`src/irpd_pkg.sv`:
```
// Shared types and constants for the IR RGB pulse-distance encoder.
// Used by irpd_front, irpd_back and the top level.
package irpd_pkg;

    localparam int COLOUR_W   = 8;
    localparam int DURATION_W = 16;
    localparam int CFG_INDEX_W = 3;

    localparam logic [CFG_INDEX_W-1:0] REG_MARK        = 3'd0;
    localparam logic [CFG_INDEX_W-1:0] REG_ONE_SPACE   = 3'd1;
    localparam logic [CFG_INDEX_W-1:0] REG_ZERO_SPACE  = 3'd2;
    localparam logic [CFG_INDEX_W-1:0] REG_TRAILER     = 3'd3;

    localparam logic [DURATION_W-1:0] MARK_RESET       = 16'd500;
    localparam logic [DURATION_W-1:0] ONE_SPACE_RESET  = 16'd2500;
    localparam logic [DURATION_W-1:0] ZERO_SPACE_RESET = 16'd1950;
    localparam logic [DURATION_W-1:0] TRAILER_RESET    = 16'd450;

    typedef struct packed {
        logic [DURATION_W-1:0] mark_us;
        logic [DURATION_W-1:0] one_space_us;
        logic [DURATION_W-1:0] zero_space_us;
        logic [DURATION_W-1:0] trailer_mark_us;
    } timing_t;

    typedef enum logic [3:0] {
        ST_IDLE  = 4'b0001,
        ST_MARK  = 4'b0010,
        ST_SPACE = 4'b0100,
        ST_TRAIL = 4'b1000
    } back_state_t;

endpackage

```
`src/irpd_front.sv`:
```
// Front end: accepts a colour request, keeps the top bits of each channel
// and builds the frame bit pattern. Depends on irpd_pkg.
module irpd_front #(
    parameter int BITS = 5,
    parameter int PAT_W = 6 * BITS
) (
    input  logic                           clk,
    input  logic                           rst_n,
    input  logic                           in_valid,
    output logic                           in_ready,
    input  logic [irpd_pkg::COLOUR_W-1:0]  red,
    input  logic [irpd_pkg::COLOUR_W-1:0]  green,
    input  logic [irpd_pkg::COLOUR_W-1:0]  blue,
    output logic                           pat_valid,
    input  logic                           pat_ready,
    output logic [PAT_W-1:0]               pat
);

    logic             valid_reg;
    logic             valid_next;
    logic [PAT_W-1:0] pat_reg;
    logic [BITS-1:0]  r_bits;
    logic [BITS-1:0]  g_bits;
    logic [BITS-1:0]  b_bits;

    assign r_bits = red[irpd_pkg::COLOUR_W-1 -: BITS];
    assign g_bits = green[irpd_pkg::COLOUR_W-1 -: BITS];
    assign b_bits = blue[irpd_pkg::COLOUR_W-1 -: BITS];

    assign in_ready  = !valid_reg || pat_ready;
    assign pat_valid = valid_reg;
    assign pat       = pat_reg;

    always_comb
    begin
        valid_next = valid_reg;
        if (in_ready)
        begin
            valid_next = in_valid;
        end
    end

    always_ff @(posedge clk or negedge rst_n)
    begin
        if (!rst_n)
        begin
            valid_reg <= 1'b0;
        end
        else
        begin
            valid_reg <= valid_next;
        end
    end

    always_ff @(posedge clk)
    begin
        if (in_valid && in_ready)
        begin
            pat_reg <= {r_bits, g_bits, b_bits, ~r_bits, ~g_bits, ~b_bits};
        end
    end

endmodule

```
`src/irpd_queue.sv`:
```
// Two-entry queue between front and back ends.
// No package dependency.
module irpd_queue #(
    parameter int WIDTH = 30
) (
    input  logic             clk,
    input  logic             rst_n,
    input  logic             push_valid,
    output logic             push_ready,
    input  logic [WIDTH-1:0] push_data,
    output logic             pop_valid,
    input  logic             pop_ready,
    output logic [WIDTH-1:0] pop_data
);

    logic [WIDTH-1:0] mem [2];
    logic             wr_ptr_reg;
    logic             rd_ptr_reg;
    logic [1:0]       count_reg;
    logic [1:0]       count_next;
    logic             do_push;
    logic             do_pop;

    assign push_ready = (count_reg != 2'd2);
    assign pop_valid  = (count_reg != 2'd0);
    assign pop_data   = mem[rd_ptr_reg];
    assign do_push    = push_valid && push_ready;
    assign do_pop     = pop_valid && pop_ready;

    always_comb
    begin
        count_next = count_reg;
        if (do_push && !do_pop)
        begin
            count_next = count_reg + 2'd1;
        end
        else if (do_pop && !do_push)
        begin
            count_next = count_reg - 2'd1;
        end
    end

    always_ff @(posedge clk or negedge rst_n)
    begin
        if (!rst_n)
        begin
            wr_ptr_reg <= 1'b0;
            rd_ptr_reg <= 1'b0;
            count_reg  <= 2'd0;
        end
        else
        begin
            count_reg <= count_next;
            if (do_push)
            begin
                wr_ptr_reg <= !wr_ptr_reg;
            end
            if (do_pop)
            begin
                rd_ptr_reg <= !rd_ptr_reg;
            end
        end
    end

    always_ff @(posedge clk)
    begin
        if (do_push)
        begin
            mem[wr_ptr_reg] <= push_data;
        end
    end

endmodule

```
`src/irpd_back.sv`:
```
// Back end: serializes one frame pattern into mark/space durations through
// an output register. Depends on irpd_pkg.
module irpd_back #(
    parameter int PAT_W = 30
) (
    input  logic                             clk,
    input  logic                             rst_n,
    input  irpd_pkg::timing_t                timing,
    input  logic                             pat_valid,
    output logic                             pat_ready,
    input  logic [PAT_W-1:0]                 pat,
    output logic                             out_valid,
    input  logic                             out_ready,
    output logic [irpd_pkg::DURATION_W-1:0]  duration_us,
    output logic                             is_mark,
    output logic                             last
);

    localparam int CNT_W = $clog2(PAT_W);
    localparam logic [CNT_W-1:0] CNT_LAST = CNT_W'(PAT_W - 1);

    irpd_pkg::back_state_t            state_reg, state_next;
    logic [PAT_W-1:0]                 shift_reg, shift_next;
    logic [CNT_W-1:0]                 cnt_reg, cnt_next;
    logic                             out_valid_reg, out_valid_next;
    logic [irpd_pkg::DURATION_W-1:0]  dur_reg, dur_next;
    logic                             mark_reg, mark_next;
    logic                             last_reg, last_next;
    logic                             advance;

    assign advance     = !out_valid_reg || out_ready;
    assign out_valid   = out_valid_reg;
    assign duration_us = dur_reg;
    assign is_mark     = mark_reg;
    assign last        = last_reg;

    always_comb
    begin
        state_next     = state_reg;
        shift_next     = shift_reg;
        cnt_next       = cnt_reg;
        out_valid_next = out_valid_reg;
        dur_next       = dur_reg;
        mark_next      = mark_reg;
        last_next      = last_reg;
        pat_ready      = 1'b0;
        if (advance)
        begin
            out_valid_next = 1'b0;
            unique case (state_reg)
                irpd_pkg::ST_IDLE:
                begin
                    if (pat_valid)
                    begin
                        pat_ready      = 1'b1;
                        shift_next     = pat;
                        cnt_next       = '0;
                        out_valid_next = 1'b1;
                        dur_next       = timing.mark_us;
                        mark_next      = 1'b1;
                        last_next      = 1'b0;
                        state_next     = irpd_pkg::ST_SPACE;
                    end
                end
                irpd_pkg::ST_MARK:
                begin
                    out_valid_next = 1'b1;
                    dur_next       = timing.mark_us;
                    mark_next      = 1'b1;
                    last_next      = 1'b0;
                    state_next     = irpd_pkg::ST_SPACE;
                end
                irpd_pkg::ST_SPACE:
                begin
                    out_valid_next = 1'b1;
                    dur_next       = shift_reg[PAT_W-1] ? timing.one_space_us
                                                        : timing.zero_space_us;
                    mark_next      = 1'b0;
                    last_next      = 1'b0;
                    shift_next     = {shift_reg[PAT_W-2:0], 1'b0};
                    if (cnt_reg == CNT_LAST)
                    begin
                        state_next = irpd_pkg::ST_TRAIL;
                    end
                    else
                    begin
                        cnt_next   = cnt_reg + CNT_W'(1);
                        state_next = irpd_pkg::ST_MARK;
                    end
                end
                irpd_pkg::ST_TRAIL:
                begin
                    out_valid_next = 1'b1;
                    dur_next       = timing.trailer_mark_us;
                    mark_next      = 1'b1;
                    last_next      = 1'b1;
                    // chain straight into the next frame
                    if (pat_valid)
                    begin
                        pat_ready  = 1'b1;
                        shift_next = pat;
                        cnt_next   = '0;
                        state_next = irpd_pkg::ST_MARK;
                    end
                    else
                    begin
                        state_next = irpd_pkg::ST_IDLE;
                    end
                end
                default:
                begin
                    state_next = irpd_pkg::ST_IDLE;
                end
            endcase
        end
    end

    always_ff @(posedge clk or negedge rst_n)
    begin
        if (!rst_n)
        begin
            state_reg     <= irpd_pkg::ST_IDLE;
            out_valid_reg <= 1'b0;
        end
        else
        begin
            state_reg     <= state_next;
            out_valid_reg <= out_valid_next;
        end
    end

    always_ff @(posedge clk)
    begin
        shift_reg <= shift_next;
        cnt_reg   <= cnt_next;
        dur_reg   <= dur_next;
        mark_reg  <= mark_next;
        last_reg  <= last_next;
    end

endmodule

```
`src/ir_rgb_pulse_distance_encoder.sv`:
```
// Top level of the IR RGB pulse-distance encoder: timing registers,
// front end, queue and back end. Depends on irpd_pkg, irpd_front,
// irpd_queue and irpd_back.
//
// Channel  Direction  Handshake             Payload
// in       input      in_valid/in_ready     red, green, blue (8b each)
// out      output     out_valid/out_ready   duration_us (16b), is_mark, last
// cfg      input      cfg_valid/cfg_ready   cfg_index (3b), cfg_data (16b)
//
// One frame is 12*BITS_PER_COLOUR+1 results, one per cycle from the output
// register while out_ready is high. Frames run back to back; the front end
// and a two-entry queue take the next colours meanwhile. An output stall
// holds the serializer; once the queue and front register fill, in_ready
// drops.
// Reset restores the timing registers to their defaults; cfg_ready is high.
module ir_rgb_pulse_distance_encoder #(
    parameter int BITS_PER_COLOUR = 5
) (
    input  logic                                clk,
    input  logic                                rst_n,
    input  logic                                in_valid,
    output logic                                in_ready,
    input  logic [irpd_pkg::COLOUR_W-1:0]       red,
    input  logic [irpd_pkg::COLOUR_W-1:0]       green,
    input  logic [irpd_pkg::COLOUR_W-1:0]       blue,
    output logic                                out_valid,
    input  logic                                out_ready,
    output logic [irpd_pkg::DURATION_W-1:0]     duration_us,
    output logic                                is_mark,
    output logic                                last,
    input  logic                                cfg_valid,
    output logic                                cfg_ready,
    input  logic [irpd_pkg::CFG_INDEX_W-1:0]    cfg_index,
    input  logic [irpd_pkg::DURATION_W-1:0]     cfg_data
);

    localparam int PAT_W = 6 * BITS_PER_COLOUR;

    irpd_pkg::timing_t timing_reg, timing_next;
    logic              f_valid;
    logic              f_ready;
    logic [PAT_W-1:0]  f_pat;
    logic              q_valid;
    logic              q_ready;
    logic [PAT_W-1:0]  q_pat;

    assign cfg_ready = 1'b1;

    always_comb
    begin
        timing_next = timing_reg;
        if (cfg_valid)
        begin
            unique case (cfg_index)
                irpd_pkg::REG_MARK:       timing_next.mark_us         = cfg_data;
                irpd_pkg::REG_ONE_SPACE:  timing_next.one_space_us    = cfg_data;
                irpd_pkg::REG_ZERO_SPACE: timing_next.zero_space_us   = cfg_data;
                irpd_pkg::REG_TRAILER:    timing_next.trailer_mark_us = cfg_data;
                default:                  timing_next = timing_reg;
            endcase
        end
    end

    always_ff @(posedge clk or negedge rst_n)
    begin
        if (!rst_n)
        begin
            timing_reg.mark_us         <= irpd_pkg::MARK_RESET;
            timing_reg.one_space_us    <= irpd_pkg::ONE_SPACE_RESET;
            timing_reg.zero_space_us   <= irpd_pkg::ZERO_SPACE_RESET;
            timing_reg.trailer_mark_us <= irpd_pkg::TRAILER_RESET;
        end
        else
        begin
            timing_reg <= timing_next;
        end
    end

    irpd_front #(
        .BITS  (BITS_PER_COLOUR),
        .PAT_W (PAT_W)
    ) u_front (
        .clk       (clk),
        .rst_n     (rst_n),
        .in_valid  (in_valid),
        .in_ready  (in_ready),
        .red       (red),
        .green     (green),
        .blue      (blue),
        .pat_valid (f_valid),
        .pat_ready (f_ready),
        .pat       (f_pat)
    );

    irpd_queue #(
        .WIDTH (PAT_W)
    ) u_queue (
        .clk        (clk),
        .rst_n      (rst_n),
        .push_valid (f_valid),
        .push_ready (f_ready),
        .push_data  (f_pat),
        .pop_valid  (q_valid),
        .pop_ready  (q_ready),
        .pop_data   (q_pat)
    );

    irpd_back #(
        .PAT_W (PAT_W)
    ) u_back (
        .clk         (clk),
        .rst_n       (rst_n),
        .timing      (timing_reg),
        .pat_valid   (q_valid),
        .pat_ready   (q_ready),
        .pat         (q_pat),
        .out_valid   (out_valid),
        .out_ready   (out_ready),
        .duration_us (duration_us),
        .is_mark     (is_mark),
        .last        (last)
    );

endmodule

```
`config.mk`:
```
export PLATFORM = sky130hd
export DESIGN_NAME = ir_rgb_pulse_distance_encoder
export DESIGN_NICKNAME = d
export VERILOG_FILES = /design/src/irpd_pkg.sv /design/src/irpd_front.sv /design/src/irpd_queue.sv /design/src/irpd_back.sv /design/src/ir_rgb_pulse_distance_encoder.sv
export SDC_FILE = /design/constraint.sdc
export NUM_CORES = 1
export LEC_CHECK = 0
export ABC_AREA = 1
export BUFFER_PORTS_ARGS = -buffer_cell sky130_fd_sc_hd__buf_2
export CAP_MARGIN = 20
export CELL_PAD_IN_SITES_DETAIL_PLACEMENT = 0
export CELL_PAD_IN_SITES_GLOBAL_PLACEMENT = 1
export CORE_ASPECT_RATIO = 1.4
export CORE_MARGIN = 4
export CORE_UTILIZATION = 35
export DETAILED_ROUTE_END_ITERATION = 6
export PLACE_DENSITY_LB_ADDON = 0.1
export SYNTH_ARGS = -nofsm -noshare
export SYNTH_HDL_FRONTEND = slang
export SYNTH_SLANG_ARGS = --single-unit
```
`constraint.sdc`:
```
create_clock -name clk -period 3.05 [get_ports clk]
set_input_delay 0.305 -clock clk [delete_from_list [all_inputs] [get_ports clk]]
set_output_delay 0.305 -clock clk [all_outputs]
set_load 0.02 [all_outputs]
```
==> flow_metrics.py, run 1 <==
metrics = {
    "timing": {
        "worst_pin_slew_ps": 1050,
        "setup_viol": 0,
        "totalNegativeSetupSlack_ps": 0,
        "max-slew-margin-rel_pct": 30.3,
        "rsz0062_at_grt": "no",
        "final.min_clock_period_ps": 2230,
        "final_max_slew_viols": 0,
        "timing_hold_violations_final": 0,
        "fmax_mhz": 448,
        "final.period_utilization_pct": 73.2,
        "timing.clock.skew_ps": 5.92,
    },
    "routing": {
        "via_per_inst": 4.76,
        "remaining_drc_errors": 0,
        "initialDrtViolationCount": 311,
        "vias": 5373,
        "wl_um": 17600,
        "avgRoutedWirePerCell_um": 15.6,
        "firstDrtPassIters": 5,
        "drt.antenna.violating_nets": 0,
    },
    "setup_path": {
        "rr_worst_depth": 6,
        "timing.critical_path.slowest_stage_cell": "sky130_fd_sc_hd__dfrtp_1",
        "cp_data_arrival_time_ps": 2380,
        "worstPathCellList": "nor2_2, nand2_4, nand2_4, inv_1, a21oi_2, buf_4",
        "cp_top_family": "simple AND/OR/NAND/NOR gates",
        "critPathMaxStageDelay_ps": 420,
        "r2r_slack_ps": 820,
        "critical_path.n_buffers_inverters": 2,
        "worst_setup_path_end_kind": "register",
        "r2r-start": "u_back.state_reg[1]",
        "worstSetupStartpointType": "register",
        "critical_path.reg2reg.endpoint": "u_back.shift_reg[6]",
        "worst-endpoint-required_ps": 3200,
        "setup.worst_path.class": "register to register",
        "critical_path.most_common_cell": "sky130_fd_sc_hd__nand2_4",
        "critPathMaxFanout": 31,
    },
    "clocking": {
        "postCtsSetupBuffers": 0,
        "tritoncts_num_sinks": 217,
        "clk_transition_reported_paths_ps": 60,
        "h-tree-depth": 1,
        "worst_case_clock_buffer_depth": 3,
        "root_buffer": "sky130_fd_sc_hd__clkbuf_16",
        "clock_latency_ps": 500,
        "cts-buffers-inserted": 23,
        "clock_tree_from_tritoncts": "built",
    },
    "power_and_ir_drop": {
        "p_sw_mw": 3.29,
        "power.density_cell_area_nw_per_um2": 1020,
        "power.leakage_nw": 4.09,
        "power.sequential.fraction_pct": 48.0,
        "vdd_drop_max_uv": 609,
        "p_comb_share_pct": 26.6,
        "switching_share_pct": 32.0,
        "intPower_mw": 6.98,
        "total_power_mw": 10.3,
        "clock_network_fraction_of_design_power_pct": 25.5,
    },
    "flow_run": {
        "drv.max_cap_violation_count": 0,
    },
    "place": {
        "port_buffers": 58,
        "routabilityCongestion": 0.691,
        "hpwl_um": 10500,
    },
    "synthesis": {
        "ys_seq_elements": 217,
        "xor_xnor_share_of_the_synthesized_area_pct": 0.306,
        "muxShareOfSynthArea_pct": 0,
        "synth.yosys.warnings": 0,
        "synthCells": 723,
        "yosysTopAreaCellShare_pct": 50.1,
        "synth_top_cells_by_area": "sky130_fd_sc_hd__edfxtp_1 (50%), sky130_fd_sc_hd__dfrtp_1 (15%), sky130_fd_sc_hd__dfstp_2 (7.4%)",
        "mappedNetlistNets": 774,
        "yosys.cell_types.count": 29,
        "synthAdderAreaFrac_pct": 0.438,
        "synth_simple_gate_area_share_pct": 12.1,
        "seq_area_frac_synth_pct": 72.0,
        "netlist_area_um2": 8570,
        "synth_compound_gate_area_share_pct": 10.1,
        "synth_area_per_cell_um2": 11.9,
        "netlist.top_cell.by_area": "sky130_fd_sc_hd__edfxtp_1",
        "largest_family_of_logic_cells_by_synthesized_area": "simple AND/OR/NAND/NOR gates",
    },
    "global_routing": {
        "grt_start_max_net_pins": 40,
        "gr-total-overflow": 0,
        "grt_first_pass_wirelength_um": 28600,
        "grt_antenna_before_repair": 0,
        "first_global_vias": 5498,
        "grt_usage_pct": 13.1,
    },
    "final_layout": {
        "final_net_count": 855,
        "layout_common_cells": "sky130_fd_sc_hd__edfxtp_1 (143), sky130_fd_sc_hd__nand2_1 (113), sky130_fd_sc_hd__o21ai_0 (99), sky130_fd_sc_hd__nor2_1 (78), sky130_fd_sc_hd__inv_1 (63)",
        "largest_register_ffs": 64,
        "nFillCells": 2294,
        "proportion_of_layout_cells_with_a_drive_suffix_above_1_pct": 17.2,
        "num_antenna_cells": 0,
        "layout.cells.most_common": "sky130_fd_sc_hd__edfxtp_1",
        "syn2layout_area_growth_pct": 17.5,
    },
    "floorplan": {
        "die_width_um": 140,
        "core.rowCount": 67,
        "core-area_um2": 24100,
        "ios": 69,
        "die_h_um": 193,
        "initial_core_util_pct": 35.6,
        "die-area_um2": 27100,
    },
    "min_path": {
        "min_from": "in_valid",
        "whs_path_depth": 3,
        "hold_path_class": "primary input to register",
        "whs_endpoint": "u_front.pat_valid",
    },
    "status": {
        "run_status": "finished, final reports clean",
    },
}
[Yosys cell counts]
library cell and n:
sky130_fd_sc_hd__edfxtp_1 143, sky130_fd_sc_hd__nor2_2 2, sky130_fd_sc_hd__xor2_1 1, sky130_fd_sc_hd__nand4_1 1, sky130_fd_sc_hd__nand3_1 46, sky130_fd_sc_hd__o21ai_0 99, sky130_fd_sc_hd__buf_2 7, sky130_fd_sc_hd__nand2_4 2
sky130_fd_sc_hd__buf_1 1, sky130_fd_sc_hd__nor2_4 1, sky130_fd_sc_hd__conb_1 1, sky130_fd_sc_hd__nor2_1 80, sky130_fd_sc_hd__inv_2 4, sky130_fd_sc_hd__nand3_2 1, sky130_fd_sc_hd__buf_8 2, sky130_fd_sc_hd__clkbuf_1 20
sky130_fd_sc_hd__a21oi_1 5, sky130_fd_sc_hd__dfstp_2 24, sky130_fd_sc_hd__nand2_1 113, sky130_fd_sc_hd__inv_1 63, sky130_fd_sc_hd__o211ai_1 16, sky130_fd_sc_hd__dfrtp_1 50, sky130_fd_sc_hd__o21a_1 30, sky130_fd_sc_hd__or2_2 1
sky130_fd_sc_hd__ha_1 3, sky130_fd_sc_hd__buf_6 1, sky130_fd_sc_hd__nand4_2 1, sky130_fd_sc_hd__buf_4 3, sky130_fd_sc_hd__xnor2_1 2
[stage by stage]
step / std cells / util (%) / setup slack, ps / hold WS [ps] / instance area [um^2]
final: 1129 / 41.9 / 818 / 24.7 / 10100
after global routing: 1129 / 41.9 / 669 / 15.3 / 10100
after CTS: 1129 / 41.9 / 793 / 0.158 / 10100
after detailed placement: 1074 / 38.4 / 809 / 425 / 9230
after global placement: 1073 / 38.3 / 816 / 398 / 9200
after floorplan: 723 / - / 31.9 / 9.41 / 8570
[power by group through the flow]
stage          Sequential, mW  Combinational (mW)  Clock (mW)
2_1_floorplan            5.03                1.84           0
3_3_place_gp             4.97                2.69           0
3_5_place_dp             4.99                2.79           0
4_1_cts                  4.94                2.82        2.74
5_1_grt                  5.03                3.11        2.84
6_report                 4.93                2.73        2.62
[logic make-up after synthesis]
family | after synthesis
other | 1
AO/OA/AOI/OAI | 150
flip-flops | 217
AND/OR/NAND/NOR | 248
XOR/XNOR | 3
buffers and inverters | 101
adder cells (fa/ha/maj) | 3
[how the worst max path moves through the flow]
stage / startpoint / to / slack, ps / depth (start not counted)
global placement: u_back.state_reg[1] / u_queue.count_reg[1] / 820 / 8
detailed placement: u_back.state_reg[1] / u_queue.count_reg[1] / 810 / 8
floorplan: u_back.state_reg[0] / u_back.shift_reg[0] / 30 / 7
global route: u_back.state_reg[0] / u_back.shift_reg[12] / 670 / 7
finish: u_back.state_reg[1] / u_back.shift_reg[6] / 820 / 6
CTS: u_back.state_reg[1] / u_queue.count_reg[1] / 790 / 8
[final cells by class]
type / instances / area, um^2 / share of cell area (%)
Multi-Input combinational cell: 405 / 1980 / 19.6
Sequential cell: 217 / 6180 / 61.3
Clock buffer: 30 / 602 / 5.97
Tap cell: 310 / 388 / 3.85
Clock inverter: 10 / 92.6 / 0.919
Inverter: 67 / 251 / 2.50
Timing Repair Buffer: 90 / 588 / 5.84
[what timing repair did]
| item | 4_1_cts | 5_1_grt |
|---|---|---|
| hold buffers | 15 | 0 |
| hold endpoints to repair | 37 | 0 |
| resized for setup | 0 | 0 |
[metal layers]
| metal | vias up | track usage [%] | share of wire, % |
|---|---|---|---|
| li1 | 2633 | - | - |
| met1 | 2598 | 15.2 | 41 |
| met2 | 106 | 24.8 | 53 |
| met3 | 36 | 1.88 | 4.2 |
| met4 | 0 | 4.29 | 2.7 |
| met5 | - | 0 | 0 |
[worst min-delay path, cell delays in order]
cell	delay, ps
sky130_fd_sc_hd__buf_2	80
sky130_fd_sc_hd__nand2_1	60
sky130_fd_sc_hd__nand2_1	50
Note: power is estimated with default switching activity, not from simulation.
==> inputs of run 2 (changes only) <==
- ABC_AREA: 1 -> 0
- clock period: 3.05 -> 2 ns (I/O delays scaled with it)
==> flow_metrics.py, run 2 <==
metrics = {
    "routing": {
        "wl_um": 16700,
        "wirelength_met1_um": 6750,
        "initialDrtViolationCount": 198,
        "route.met3.wl_um": 835,
        "drt.antenna.violating_nets": 0,
        "firstDrtPassIters": 4,
        "highest_layer": "met4",
        "routed-wl-met2_um": 8760,
        "avgRoutedWirePerCell_um": 17.0,
        "via_per_inst": 4.74,
        "remaining_drc_errors": 0,
        "vias": 4663,
    },
    "power_and_ir_drop": {
        "clock_network_fraction_of_design_power_pct": 27.2,
        "p_sw_mw": 5.02,
        "power.leakage_nw": 4.21,
        "intPower_mw": 11.6,
        "power.sequential.fraction_pct": 44.3,
        "power.density_cell_area_nw_per_um2": 1550,
        "switching_share_pct": 30.2,
        "p_comb_share_pct": 28.5,
        "total_power_mw": 16.6,
        "vdd_drop_max_uv": 805,
    },
    "timing": {
        "final.min_clock_period_ps": 1960,
        "timing.clock.skew_ps": 17.1,
        "final.period_utilization_pct": 98.0,
        "fmax_mhz": 510,
        "final_max_slew_viols": 0,
        "worst_pin_slew_ps": 627,
        "setup_viol": 0,
        "timing_hold_violations_final": 0,
        "rsz0062_at_grt": "yes",
        "totalNegativeSetupSlack_ps": 0,
        "max-slew-margin-rel_pct": 57.9,
    },
    "synthesis": {
        "ys_seq_elements": 217,
        "post-synth-top-count-cell": "sky130_fd_sc_hd__edfxtp_1",
        "postSynth.asyncResetShare_pct": 34.1,
        "leading_cell_types_by_count_after_synthesis": "sky130_fd_sc_hd__edfxtp_1 (143), sky130_fd_sc_hd__mux2_2 (54), sky130_fd_sc_hd__dfrtp_1 (50), sky130_fd_sc_hd__mux2i_1 (46)",
        "seq_area_frac_synth_pct": 72.6,
        "synth_enable_flop_cells": 143,
        "synth_top_cells_by_area": "sky130_fd_sc_hd__edfxtp_1 (50%), sky130_fd_sc_hd__dfrtp_1 (15%), sky130_fd_sc_hd__dfstp_2 (7.4%)",
        "netlist.top_cell.by_area": "sky130_fd_sc_hd__edfxtp_1",
        "netlist_area_um2": 8510,
        "mappedNetlistNets": 590,
        "synth_area_per_cell_um2": 15.8,
        "yosys.cell_types.count": 40,
        "yosysTopAreaCellShare_pct": 50.5,
        "synth.yosys.warnings": 0,
        "ys_dominant_reg_cell": "sky130_fd_sc_hd__edfxtp_1",
        "synthCells": 539,
    },
    "setup_path": {
        "r2r_slack_ps": 40,
        "worst_setup_path_end_kind": "register",
        "critical_path.reg2reg.endpoint": "u_queue.count_reg[1]",
        "worst-endpoint-required_ps": 2440,
        "r2r-start": "u_back.state_reg[0]",
        "setup.worst_path.class": "register to register",
        "cp_data_arrival_time_ps": 2400,
        "rr_worst_depth": 7,
        "critPathMaxFanout": 2,
        "startpoint": "u_back.state_reg[0]",
        "worstSetupStartpointType": "register",
    },
    "final_layout": {
        "proportion_of_layout_cells_with_a_drive_suffix_above_1_pct": 32.6,
        "nFillCells": 2223,
        "layout_common_cells": "sky130_fd_sc_hd__edfxtp_1 (143), sky130_fd_sc_hd__buf_2 (58), sky130_fd_sc_hd__mux2_2 (54), sky130_fd_sc_hd__dfrtp_1 (49), sky130_fd_sc_hd__mux2i_1 (46)",
        "layout.cells.most_common": "sky130_fd_sc_hd__edfxtp_1",
        "ff_latch_area_um2": 6180,
        "num_antenna_cells": 0,
        "syn2layout_area_growth_pct": 25.7,
        "largest_register_ffs": 64,
        "fin_area_um2": 10700,
        "final_net_count": 707,
        "multi_input_combinational_cell_area_um2": 2230,
    },
    "clocking": {
        "clk_transition_reported_paths_ps": 60,
        "cts-buffers-inserted": 24,
        "clock_latency_ps": 530,
        "h-tree-depth": 1,
        "worst_case_clock_buffer_depth": 3,
        "root_buffer": "sky130_fd_sc_hd__clkbuf_16",
        "clock_tree_from_tritoncts": "built",
        "tritoncts_num_sinks": 217,
    },
    "global_routing": {
        "gr-total-overflow": 0,
        "grt_usage_pct": 12.4,
        "grt_antenna_before_repair": 0,
        "first_global_vias": 5168,
        "grt_first_pass_wirelength_um": 26700,
        "grt_start_max_net_pins": 60,
    },
    "min_path": {
        "whs_endpoint": "u_back.state_reg[2]",
        "hold_path_class": "primary input to register",
        "whs_path_depth": 5,
        "min_from": "out_ready",
    },
    "floorplan": {
        "core-area_um2": 24000,
        "initial_core_util_pct": 35.5,
        "die_width_um": 140,
        "core.rowCount": 67,
        "ios": 69,
        "die-area_um2": 26900,
        "die_h_um": 192,
    },
    "flow_run": {
        "drv.max_cap_violation_count": 0,
    },
    "status": {
        "run_status": "finished, final reports clean",
    },
    "place": {
        "hpwl_um": 10100,
        "port_buffers": 58,
        "routabilityCongestion": 0.752,
        "dpl_cell_area_um2": 9420,
    },
}
-- run 2: changes by cell type in the layout (fill, tap and decap cells not counted), sizes merged, moves of 4 or more --
| cell | change |
|---|---|
| nand2b | +6 |
| o21a | -30 |
| o21ai | -65 |
| mux2i | +46 |
| dlygate4sd3 | +18 |
| a221o | +16 |
| nand3 | -45 |
| nand2 | -81 |
| o211ai | -16 |
| inv | -48 |
| xnor2 | +4 |
| mux2 | +64 |
| nor2 | -49 |
| buf | +10 |
-- run 2: logic make-up (layout without fill, tap and decap cells) --
family / after synthesis / after routing / synth area share, %
adder cells (fa/ha/maj): 3 / 3 / 0.441
other: 1 / 1 / 0.0441
flip-flops: 217 / 217 / 72.6
AND/OR/NAND/NOR: 94 / 94 / 5.25
multiplexers: 110 / 110 / 13.9
buffers and inverters: 47 / 182 / 2.35
XOR/XNOR: 10 / 10 / 1.03
AO/OA/AOI/OAI: 57 / 57 / 4.38
-- run 2: per-layer routing --
layer / up-vias / global-route usage [%]
met1: 2343 / 14.5
met3: 26 / 2.63
met5: - / 0
met2: 84 / 22.4
li1: 2210 / -
met4: 0 / 4.47
-- run 2: worst max-delay path, stage by stage, from the launching register on --
cell and delay [ps]:
sky130_fd_sc_hd__dfstp_2 550, sky130_fd_sc_hd__xnor2_2 60, sky130_fd_sc_hd__or3_4 330, sky130_fd_sc_hd__or3_4 360, sky130_fd_sc_hd__ha_4 170, sky130_fd_sc_hd__xor2_1 140
sky130_fd_sc_hd__nor2_1 130, sky130_fd_sc_hd__xor2_1 150
-- run 2: power by group through the flow --
| stage | clock [mW] | combinational, mW | sequential (mW) |
|---|---|---|---|
| floorplan | 0 | 2.75 | 7.57 |
| global placement | 0 | 4.43 | 7.41 |
| detailed placement | 0 | 4.47 | 7.45 |
| CTS | 4.67 | 4.58 | 7.39 |
| global route | 4.85 | 5.28 | 7.52 |
| finish | 4.52 | 4.73 | 7.36 |
-- run 2: how the worst max path moves through the flow --
stage | end | slack (ps) | depth (start not counted)
4_1_cts | u_queue.count_reg[1] | 7 | 7
3_5_place_dp | u_queue.count_reg[1] | -50 | 7
6_report | u_queue.count_reg[1] | 40 | 7
2_1_floorplan | u_queue.count_reg[1] | -30 | 8
3_3_place_gp | u_queue.count_reg[1] | -40 | 7
5_1_grt | u_queue.count_reg[1] | -30 | 7
-- run 2: per-stage QoR --
step | hold slack [ps] | instances | utilization [%] | setup WS [ps]
global route | 186 | 984 | 44.6 | -25.1
CTS | 142 | 980 | 44.2 | 6.90
finish | 170 | 984 | 44.6 | 39.1
global placement | 193 | 903 | 39.3 | -44.5
detailed placement | 199 | 903 | 39.3 | -48.5
floorplan | -95.6 | 539 | - | -33.8
-- run 2: area by class of cell --
cell class / count / share of cell area (%)
Sequential cell: 217 / 57.8
Multi-Input combinational cell: 275 / 20.9
Timing Repair Buffer: 120 / 9.26
Clock buffer: 29 / 5.98
Tap cell: 310 / 3.63
Clock inverter: 15 / 1.80
Inverter: 18 / 0.632
-- run 2: repair_timing --
action	in CTS	in global routing
setup buffers	0	1
resized for setup	2	2
hold buffers	33	0
cloned	0	3
hold endpoints to repair	113	0
setup endpoints to repair	19	31
pin swaps	2	3
